<file path="config.mk">
export PLATFORM = sky130hd
export DESIGN_NAME = double_ended_queue_core
export DESIGN_NICKNAME = d
export VERILOG_FILES = /design/src/hw/rtl/deq_pkg.sv /design/src/hw/rtl/double_ended_queue_core.sv /design/src/hw/rtl/deq_cell.sv /design/src/hw/rtl/deq_chain.sv
export VERILOG_INCLUDE_DIRS = /design/src /design/src/hw/rtl
export SDC_FILE = /design/constraint.sdc
export NUM_CORES = 1
export LEC_CHECK = 0
export BUFFER_PORTS_ARGS = -buffer_cell sky130_fd_sc_hd__buf_2
export CORE_MARGIN = 1.5
export CORE_UTILIZATION = 25
export CTS_CLUSTER_SIZE = 30
export DETAILED_ROUTE_END_ITERATION = 10
export PLACE_DENSITY = 0.46
export REMOVE_ABC_BUFFERS = 1
export SLEW_MARGIN = 20
export SYNTH_ARGS = -nofsm -noshare
export SYNTH_HDL_FRONTEND = slang
export SYNTH_SLANG_ARGS = --single-unit
</file>
<file path="constraint.sdc">
create_clock -name aclk -period 11.5 [get_ports aclk]
set_clock_uncertainty 0.1 [all_clocks]
set_input_delay 2.3 -clock aclk [delete_from_list [all_inputs] [get_ports aclk]]
set_output_delay 2.3 -clock aclk [all_outputs]
set_load 0.02 [all_outputs]
</file>
<file path="src/hw/rtl/assert_macros.svh">
// Assertion macros shared by the deque RTL.
// Depends on nothing; included by the modules that carry assertions.
`ifndef ASSERT_MACROS_SVH
`define ASSERT_MACROS_SVH

// Clocked assertion, disabled while the active-low reset is asserted.
`define ASSERT_CLK(label, clk, rstn, prop, msg) \
    label: assert property (@(posedge clk) disable iff (!rstn) (prop)) else $error(msg);

// Implication checked on every clock edge, also during reset.
`define ASSERT_ALWAYS(label, clk, prop, msg) \
    label: assert property (@(posedge clk) (prop)) else $error(msg);

`endif

</file>
<file path="src/hw/rtl/deq_pkg.sv">
// Types and codes for the double-ended queue core.
// No dependencies; imported by deq_cell, deq_chain and double_ended_queue_core.
package deq_pkg;

    localparam int WORD_W   = 32;
    localparam int COUNT_W  = 5;

    // Operation requested by an input beat
    typedef enum logic [1:0] {
        KIND_PUSH_BACK  = 2'd0,
        KIND_PUSH_FRONT = 2'd1,
        KIND_POP_FRONT  = 2'd2,
        KIND_POP_BACK   = 2'd3
    } kind_t;

    // Result status
    typedef enum logic [1:0] {
        STAT_DONE  = 2'd0,
        STAT_EMPTY = 2'd1,
        STAT_FULL  = 2'd2
    } status_t;

    // What a chain does this cycle, seen from its head cell
    typedef enum logic [2:0] {
        CHAIN_HOLD      = 3'd0,
        CHAIN_SHIFT_IN  = 3'd1,  // insert at the head, all words move one cell down
        CHAIN_SHIFT_OUT = 3'd2,  // drop the head, all words move one cell up
        CHAIN_APPEND    = 3'd3,  // write into the first empty cell
        CHAIN_TRIM      = 3'd4   // free the last occupied cell
    } chain_op_t;

    typedef struct packed {
        chain_op_t          op;
        logic [WORD_W-1:0]  word;
    } chain_cmd_t;

endpackage

</file>
<file path="src/hw/rtl/double_ended_queue_core.sv">
// Double-ended queue core: two mirrored cell chains, one packed from the
// front and one from the back. Depends on deq_pkg, deq_chain, assert_macros.svh.
//
//  channel | direction | tuser          | tdata
//  s_      | in        | [1:0] kind     | [31:0] value
//  m_      | out       | [1:0] status   | [31:0] front, [63:32] back, [68:64] count
//
// One beat per cycle while no result is stalled: an accepted beat updates both chains and
// the count at the same edge, and its result is valid in the next cycle.
// Every cell moves data only to its direct neighbor, so the rate does not
// depend on DEPTH.
// Reset clears the cell valid bits, the count and the result flag; no sweep.
// s_tready drops only while a result waits and m_tready is low.
`include "assert_macros.svh"

module double_ended_queue_core
    import deq_pkg::*;
#(
    parameter int DEPTH = 16
) (
    input  logic        aclk,
    input  logic        aresetn,
    input  logic        s_tvalid,
    output logic        s_tready,
    input  logic [31:0] s_tdata,   // [31:0] value
    input  logic [1:0]  s_tuser,   // [1:0] kind
    output logic        m_tvalid,
    input  logic        m_tready,
    output logic [71:0] m_tdata,   // [31:0] front_value, [63:32] back_value,
                                   // [68:64] count, [71:69] zero
    output logic [1:0]  m_tuser    // [1:0] status
);

    localparam int CNT_W = $clog2(DEPTH + 1);

    logic              m_tvalid_reg, m_tvalid_next;
    status_t           status_reg, status_next;
    logic [CNT_W-1:0]  count_reg, count_next;

    chain_cmd_t        front_cmd, back_cmd;
    logic [WORD_W-1:0] front_head, back_head;
    logic              front_hv, back_hv, front_full, back_full;

    logic              s_acc;
    kind_t             kind;
    logic              is_push, rejected;
    logic [31:0]       count_wide;

    assign s_tready = !m_tvalid_reg || m_tready;
    assign s_acc    = s_tvalid && s_tready;
    assign kind     = kind_t'(s_tuser);
    assign is_push  = (kind == KIND_PUSH_BACK) || (kind == KIND_PUSH_FRONT);
    assign rejected = is_push ? front_full : !front_hv;

    // Map the deque operation onto the two chains
    always_comb begin
        front_cmd.op   = CHAIN_HOLD;
        front_cmd.word = s_tdata;
        back_cmd.op    = CHAIN_HOLD;
        back_cmd.word  = s_tdata;
        if (s_acc && !rejected) begin
            unique case (kind)
                KIND_PUSH_BACK: begin
                    front_cmd.op = CHAIN_APPEND;
                    back_cmd.op  = CHAIN_SHIFT_IN;
                end
                KIND_PUSH_FRONT: begin
                    front_cmd.op = CHAIN_SHIFT_IN;
                    back_cmd.op  = CHAIN_APPEND;
                end
                KIND_POP_FRONT: begin
                    front_cmd.op = CHAIN_SHIFT_OUT;
                    back_cmd.op  = CHAIN_TRIM;
                end
                KIND_POP_BACK: begin
                    front_cmd.op = CHAIN_TRIM;
                    back_cmd.op  = CHAIN_SHIFT_OUT;
                end
                default: begin
                end
            endcase
        end
    end

    deq_chain #(.DEPTH(DEPTH)) u_front (
        .aclk       (aclk),
        .aresetn    (aresetn),
        .cmd        (front_cmd),
        .head_data  (front_head),
        .head_valid (front_hv),
        .tail_valid (front_full)
    );

    deq_chain #(.DEPTH(DEPTH)) u_back (
        .aclk       (aclk),
        .aresetn    (aresetn),
        .cmd        (back_cmd),
        .head_data  (back_head),
        .head_valid (back_hv),
        .tail_valid (back_full)
    );

    // Status, count and result flag
    always_comb begin
        m_tvalid_next = m_tvalid_reg && !m_tready;
        status_next   = status_reg;
        count_next    = count_reg;
        if (s_acc) begin
            m_tvalid_next = 1'b1;
            if (rejected) begin
                status_next = is_push ? STAT_FULL : STAT_EMPTY;
            end else begin
                status_next = STAT_DONE;
                count_next  = is_push ? count_reg + 1'b1 : count_reg - 1'b1;
            end
        end
    end

    always_ff @(posedge aclk) begin
        if (!aresetn) begin
            m_tvalid_reg <= 1'b0;
            status_reg   <= STAT_DONE;
            count_reg    <= '0;
        end else begin
            m_tvalid_reg <= m_tvalid_next;
            status_reg   <= status_next;
            count_reg    <= count_next;
        end
    end

    // Result beat straight from the chain heads; state is frozen while it waits
    assign count_wide = 32'(count_reg);
    assign m_tvalid   = m_tvalid_reg;
    assign m_tuser    = status_reg;
    assign m_tdata    = {3'b000, count_wide[COUNT_W-1:0],
                         back_hv  ? back_head  : {WORD_W{1'b0}},
                         front_hv ? front_head : {WORD_W{1'b0}}};

    // Both chains agree on emptiness and fullness
    `ASSERT_CLK(a_chains_agree, aclk, aresetn,
        (front_hv == back_hv) && (front_full == back_full),
        "front and back chains disagree on occupancy")
    // Count tracks the chains
    `ASSERT_CLK(a_count_match, aclk, aresetn,
        (front_hv == (count_reg != '0)) && (front_full == (count_reg == CNT_W'(DEPTH))),
        "count does not match the chain valid bits")
    // With a single word the front and back heads hold the same word
    `ASSERT_CLK(a_single_word, aclk, aresetn,
        (count_reg == CNT_W'(1)) |-> (front_head == back_head),
        "single stored word differs between chains")
    // A stalled result keeps the state frozen
    `ASSERT_CLK(a_stall_holds, aclk, aresetn,
        (m_tvalid && !m_tready) |=> $stable(count_reg) && $stable(status_reg),
        "state changed while a result was stalled")

endmodule

</file>
<file path="src/hw/rtl/deq_cell.sv">
// One storage cell of a deque chain: a word and its valid bit.
// Depends on deq_pkg; instantiated by deq_chain.
module deq_cell
    import deq_pkg::*;
(
    input  logic              aclk,
    input  logic              aresetn,
    input  chain_cmd_t        cmd,
    input  logic [WORD_W-1:0] prev_data,   // neighbor toward the head
    input  logic              prev_valid,
    input  logic [WORD_W-1:0] next_data,   // neighbor toward the tail
    input  logic              next_valid,
    output logic [WORD_W-1:0] data,
    output logic              valid
);

    logic [WORD_W-1:0] data_reg, data_next;
    logic              valid_reg, valid_next;

    // Local update from the command and the two neighbors
    always_comb begin
        data_next  = data_reg;
        valid_next = valid_reg;
        unique case (cmd.op)
            CHAIN_SHIFT_IN: begin
                data_next  = prev_data;
                valid_next = prev_valid;
            end
            CHAIN_SHIFT_OUT: begin
                data_next  = next_data;
                valid_next = next_valid;
            end
            CHAIN_APPEND: begin
                if (!valid_reg && prev_valid) begin
                    data_next  = cmd.word;
                    valid_next = 1'b1;
                end
            end
            CHAIN_TRIM: begin
                if (valid_reg && !next_valid) begin
                    valid_next = 1'b0;
                end
            end
            default: begin
            end
        endcase
    end

    always_ff @(posedge aclk) begin
        if (!aresetn) begin
            valid_reg <= 1'b0;
        end else begin
            valid_reg <= valid_next;
        end
    end

    // Payload needs no reset; it is only read while valid
    always_ff @(posedge aclk) begin
        data_reg <= data_next;
    end

    assign data  = data_reg;
    assign valid = valid_reg;

endmodule

</file>
<file path="src/hw/rtl/deq_chain.sv">
// Row of deq_cell instances, head at cell 0, words packed from the head.
// Depends on deq_pkg and deq_cell; instantiated twice by the top level.
module deq_chain
    import deq_pkg::*;
#(
    parameter int DEPTH = 16
) (
    input  logic              aclk,
    input  logic              aresetn,
    input  chain_cmd_t        cmd,
    output logic [WORD_W-1:0] head_data,
    output logic              head_valid,
    output logic              tail_valid   // last cell occupied: chain is full
);

    logic [WORD_W-1:0] cell_data  [DEPTH];
    logic              cell_valid [DEPTH];

    // Cells wired to their neighbors; the head sees the incoming word,
    // the tail sees an empty cell beyond it.
    for (genvar i = 0; i < DEPTH; i++) begin : g_cell
        logic [WORD_W-1:0] pd, nd;
        logic              pv, nv;

        if (i == 0) begin : g_head
            assign pd = cmd.word;
            assign pv = 1'b1;
        end else begin : g_mid
            assign pd = cell_data[i-1];
            assign pv = cell_valid[i-1];
        end

        if (i == DEPTH-1) begin : g_tail
            assign nd = '0;
            assign nv = 1'b0;
        end else begin : g_body
            assign nd = cell_data[i+1];
            assign nv = cell_valid[i+1];
        end

        deq_cell u_cell (
            .aclk       (aclk),
            .aresetn    (aresetn),
            .cmd        (cmd),
            .prev_data  (pd),
            .prev_valid (pv),
            .next_data  (nd),
            .next_valid (nv),
            .data       (cell_data[i]),
            .valid      (cell_valid[i])
        );
    end

    assign head_data  = cell_data[0];
    assign head_valid = cell_valid[0];
    assign tail_valid = cell_valid[DEPTH-1];

endmodule

</file>
==> metrics.cfg <==
[timing]
post-route-period-util_pct=55.4
period_minus_slack_ps=6370
slew_violations=0
max_slew_margin_pct=19.8
hold_violations=0
max_clock_freq_mhz=157
holdWs_ps=371
rsz0062_at_grt=false
worst-slew-pin-transition_ps=1200
setup_slack_ps=5130
finalSetupTns_ps=0
setup_viol=0

[placement]
dp_hpwl_microns=75000
gp_congestion=0.733
place_inst=6742
pre_cts_slack_ps=4940
portBuffers=110

[setup_path]
cp_slowest_cell=nor2b_1
cpPeakStageDelay_ps=770
critPathMaxFanout=8
endpoint_kind=primary output
crit_buf_inv=3
required_ps=9100
cp_common_cell=buf_2
cp-start-kind=input pin
cp_cell_sequence=buf_2 -> nor2b_1 -> clkinv_1 -> buf_2
setup.worst_path.start=m_tready
critPathKind=in2out
crit_arrival_ps=3970
crit_family=buffers and inverters
r2r-start=m_tvalid$_SDFF_PN0_

[route]
num_vias=33300
drt_pre_antenna_iters=6
first_iter_violations=3067
ant_nets=0
post-route-drc-count=0
vias_per_cell=4.79
wl_microns=137000
avgRoutedWirePerCell_microns=19.7

[status]
status=completed

[yosys]
synth-seq-cells=1064
ys_warn_count=0
avgSynthCellArea_sq_um=10.8
synth-edff-count=1024
ys_seq_area_share_pct=66.2
yosys.area.top_type=edfxtp_1
ys_async_sr_fraction_pct=0
ys_top_cells_by_count=nand2_1 (1214), edfxtp_1 (1024), a21oi_1 (517)
synth_top_cell_area_share_pct=64.5
yosys-top-cells-area=edfxtp_1 (64%), nand2_1 (9.6%), a22oi_1 (7.1%)
yosysMostFrequentCell=nand2_1
synth.cell_area_sq_um=47700
synth.distinct_cells=52
synth_top_flop_cell=edfxtp_1
netlist_instances=4402

[clock_tree]
cts_root_buf=clkbuf_16
clockBufferDepth=3
cts.repair.resized=0
cts.sinks=1064
clock_latency_ps=710
post_cts_buffers=0
cts_tree=built
hold_buffers=0
cts.clk_slew.worst_paths_ps=60
cts_buffers=111
cts_htree_levels=3

[min_path]
hp-start=count_reg[4]$_SDFFE_PN0N_
hold_path_class=reg2reg

[grt]
grt_max_degree=237
grt-ovfl-total=0
antenna_found_initial=2
grt_usage_pct=13.7
grt_pass1_vias=32800
grt_pass1_wl_microns=205000

[layout]
drive_above_1_share_pct=9.10
areaGrowthSynthToFinish_pct=13.7
final_cells=6950
nets=4386

[run]
cap_violations=0

[floorplanning]
die_h_microns=440
core_area_sq_um=190000
die_w_microns=440
die-area_sq_um=193000
start_util_pct=25.1
ios=114
rows=160

[pwr]
p_per_area_nw_per_um2=167
peakVddDrop_uv=123
cellLeakagePower_uw=0.0197
power.total_uw=9050

==> area by class of cell <==
type	instances	area, sq um
Inverter	10	37.5
Fill cell	19800	136000
Clock inverter	75	581
Antenna cell	1	2.50
Tap cell	2511	3140
Sequential cell	1064	31600
Timing Repair Buffer	169	1050
Clock buffer	132	2860
Multi-Input combinational cell	2988	15000
==> power by group <==
part / switching, uW / total, uW / internal [uW]
sequential: 129 / 4690 / 4570
combinational: 592 / 850 / 258
clock: 1580 / 3510 / 1930
==> cell families after synthesis <==
group                      count (synthesis)  share of synthesized area, %
and+or+nand+nor                         1868                          15.4
muxes                                      2                        0.0420
xor gates and xnor gates                   3                        0.0551
other                                      1                       0.00786
DFF                                     1064                          66.2
adders and majority gates                  4                         0.121
AOI/OAI and AO/OA                       1108                          14.9
buffers and inverters                    352                          3.28
==> worst paths after layout <==
path         slack [ps]                                         to  cells after the start
min                 370                  count_reg[4]$_SDFFE_PN0N_                      2
min reg2reg         370                  count_reg[4]$_SDFFE_PN0N_                      2
max reg2reg        7170  u_back.g_cell[8].u_cell.data[1]$_DFFE_PP_                      6
max                5130                                   s_tready                      4
==> metrics by stage <==
step           cell area [sq um]  utilization, %
6_report                   54200            28.6
5_1_grt                    54200            28.6
4_1_cts                    54200            28.6
3_5_place_dp               50800            26.7
3_3_place_gp               50800            26.7
2_1_floorplan              46200               -
==> layout by cell type (no fill, tap or decap), types with 3 or more instances in the layout <==
| master | count |
|---|---|
| a2111oi_0 | 3 |
| a21boi_0 | 5 |
| a21oi_1 | 485 |
| a21oi_2 | 27 |
| a21oi_4 | 30 |
| a221oi_1 | 4 |
| a22o_1 | 32 |
| a22oi_1 | 449 |
| and2_1 | 68 |
| buf_12 | 4 |
| buf_2 | 109 |
| buf_4 | 55 |
| bufinv_16 | 7 |
| clkbuf_1 | 21 |
| clkbuf_16 | 111 |
| clkinv_1 | 34 |
| clkinv_2 | 25 |
| clkinvlp_4 | 3 |
| conb_1 | 3 |
| dfxtp_1 | 38 |
| edfxtp_1 | 1024 |
| ha_1 | 3 |
| inv_1 | 9 |
| inv_6 | 3 |
| nand2_1 | 1212 |
| nand2b_1 | 30 |
| nand3_1 | 14 |
| nor2_1 | 508 |
| nor2b_1 | 5 |
| nor3_1 | 14 |
| o211a_1 | 3 |
| o211ai_1 | 4 |
| o21ai_0 | 21 |
| o21bai_1 | 11 |
| o221a_2 | 10 |
| o221ai_1 | 3 |
| o31ai_1 | 9 |
==> layer usage <==
layer | track usage [%] | part of all wire (%) | vias to the layer above
li1 | - | - | 15600
met1 | 18.0 | 45 | 16800
met2 | 23.5 | 49 | 676
met3 | 1.49 | 3.5 | 165
met4 | 4.22 | 2.6 | 0
met5 | 0 | 0 | -
==> tightest hold or removal path, stage by stage (launching register included) <==
cell	delay [ps]
dfxtp_1	320
nand2_1	50
mux2i_1	50
(Power assumes the default switching activity.)
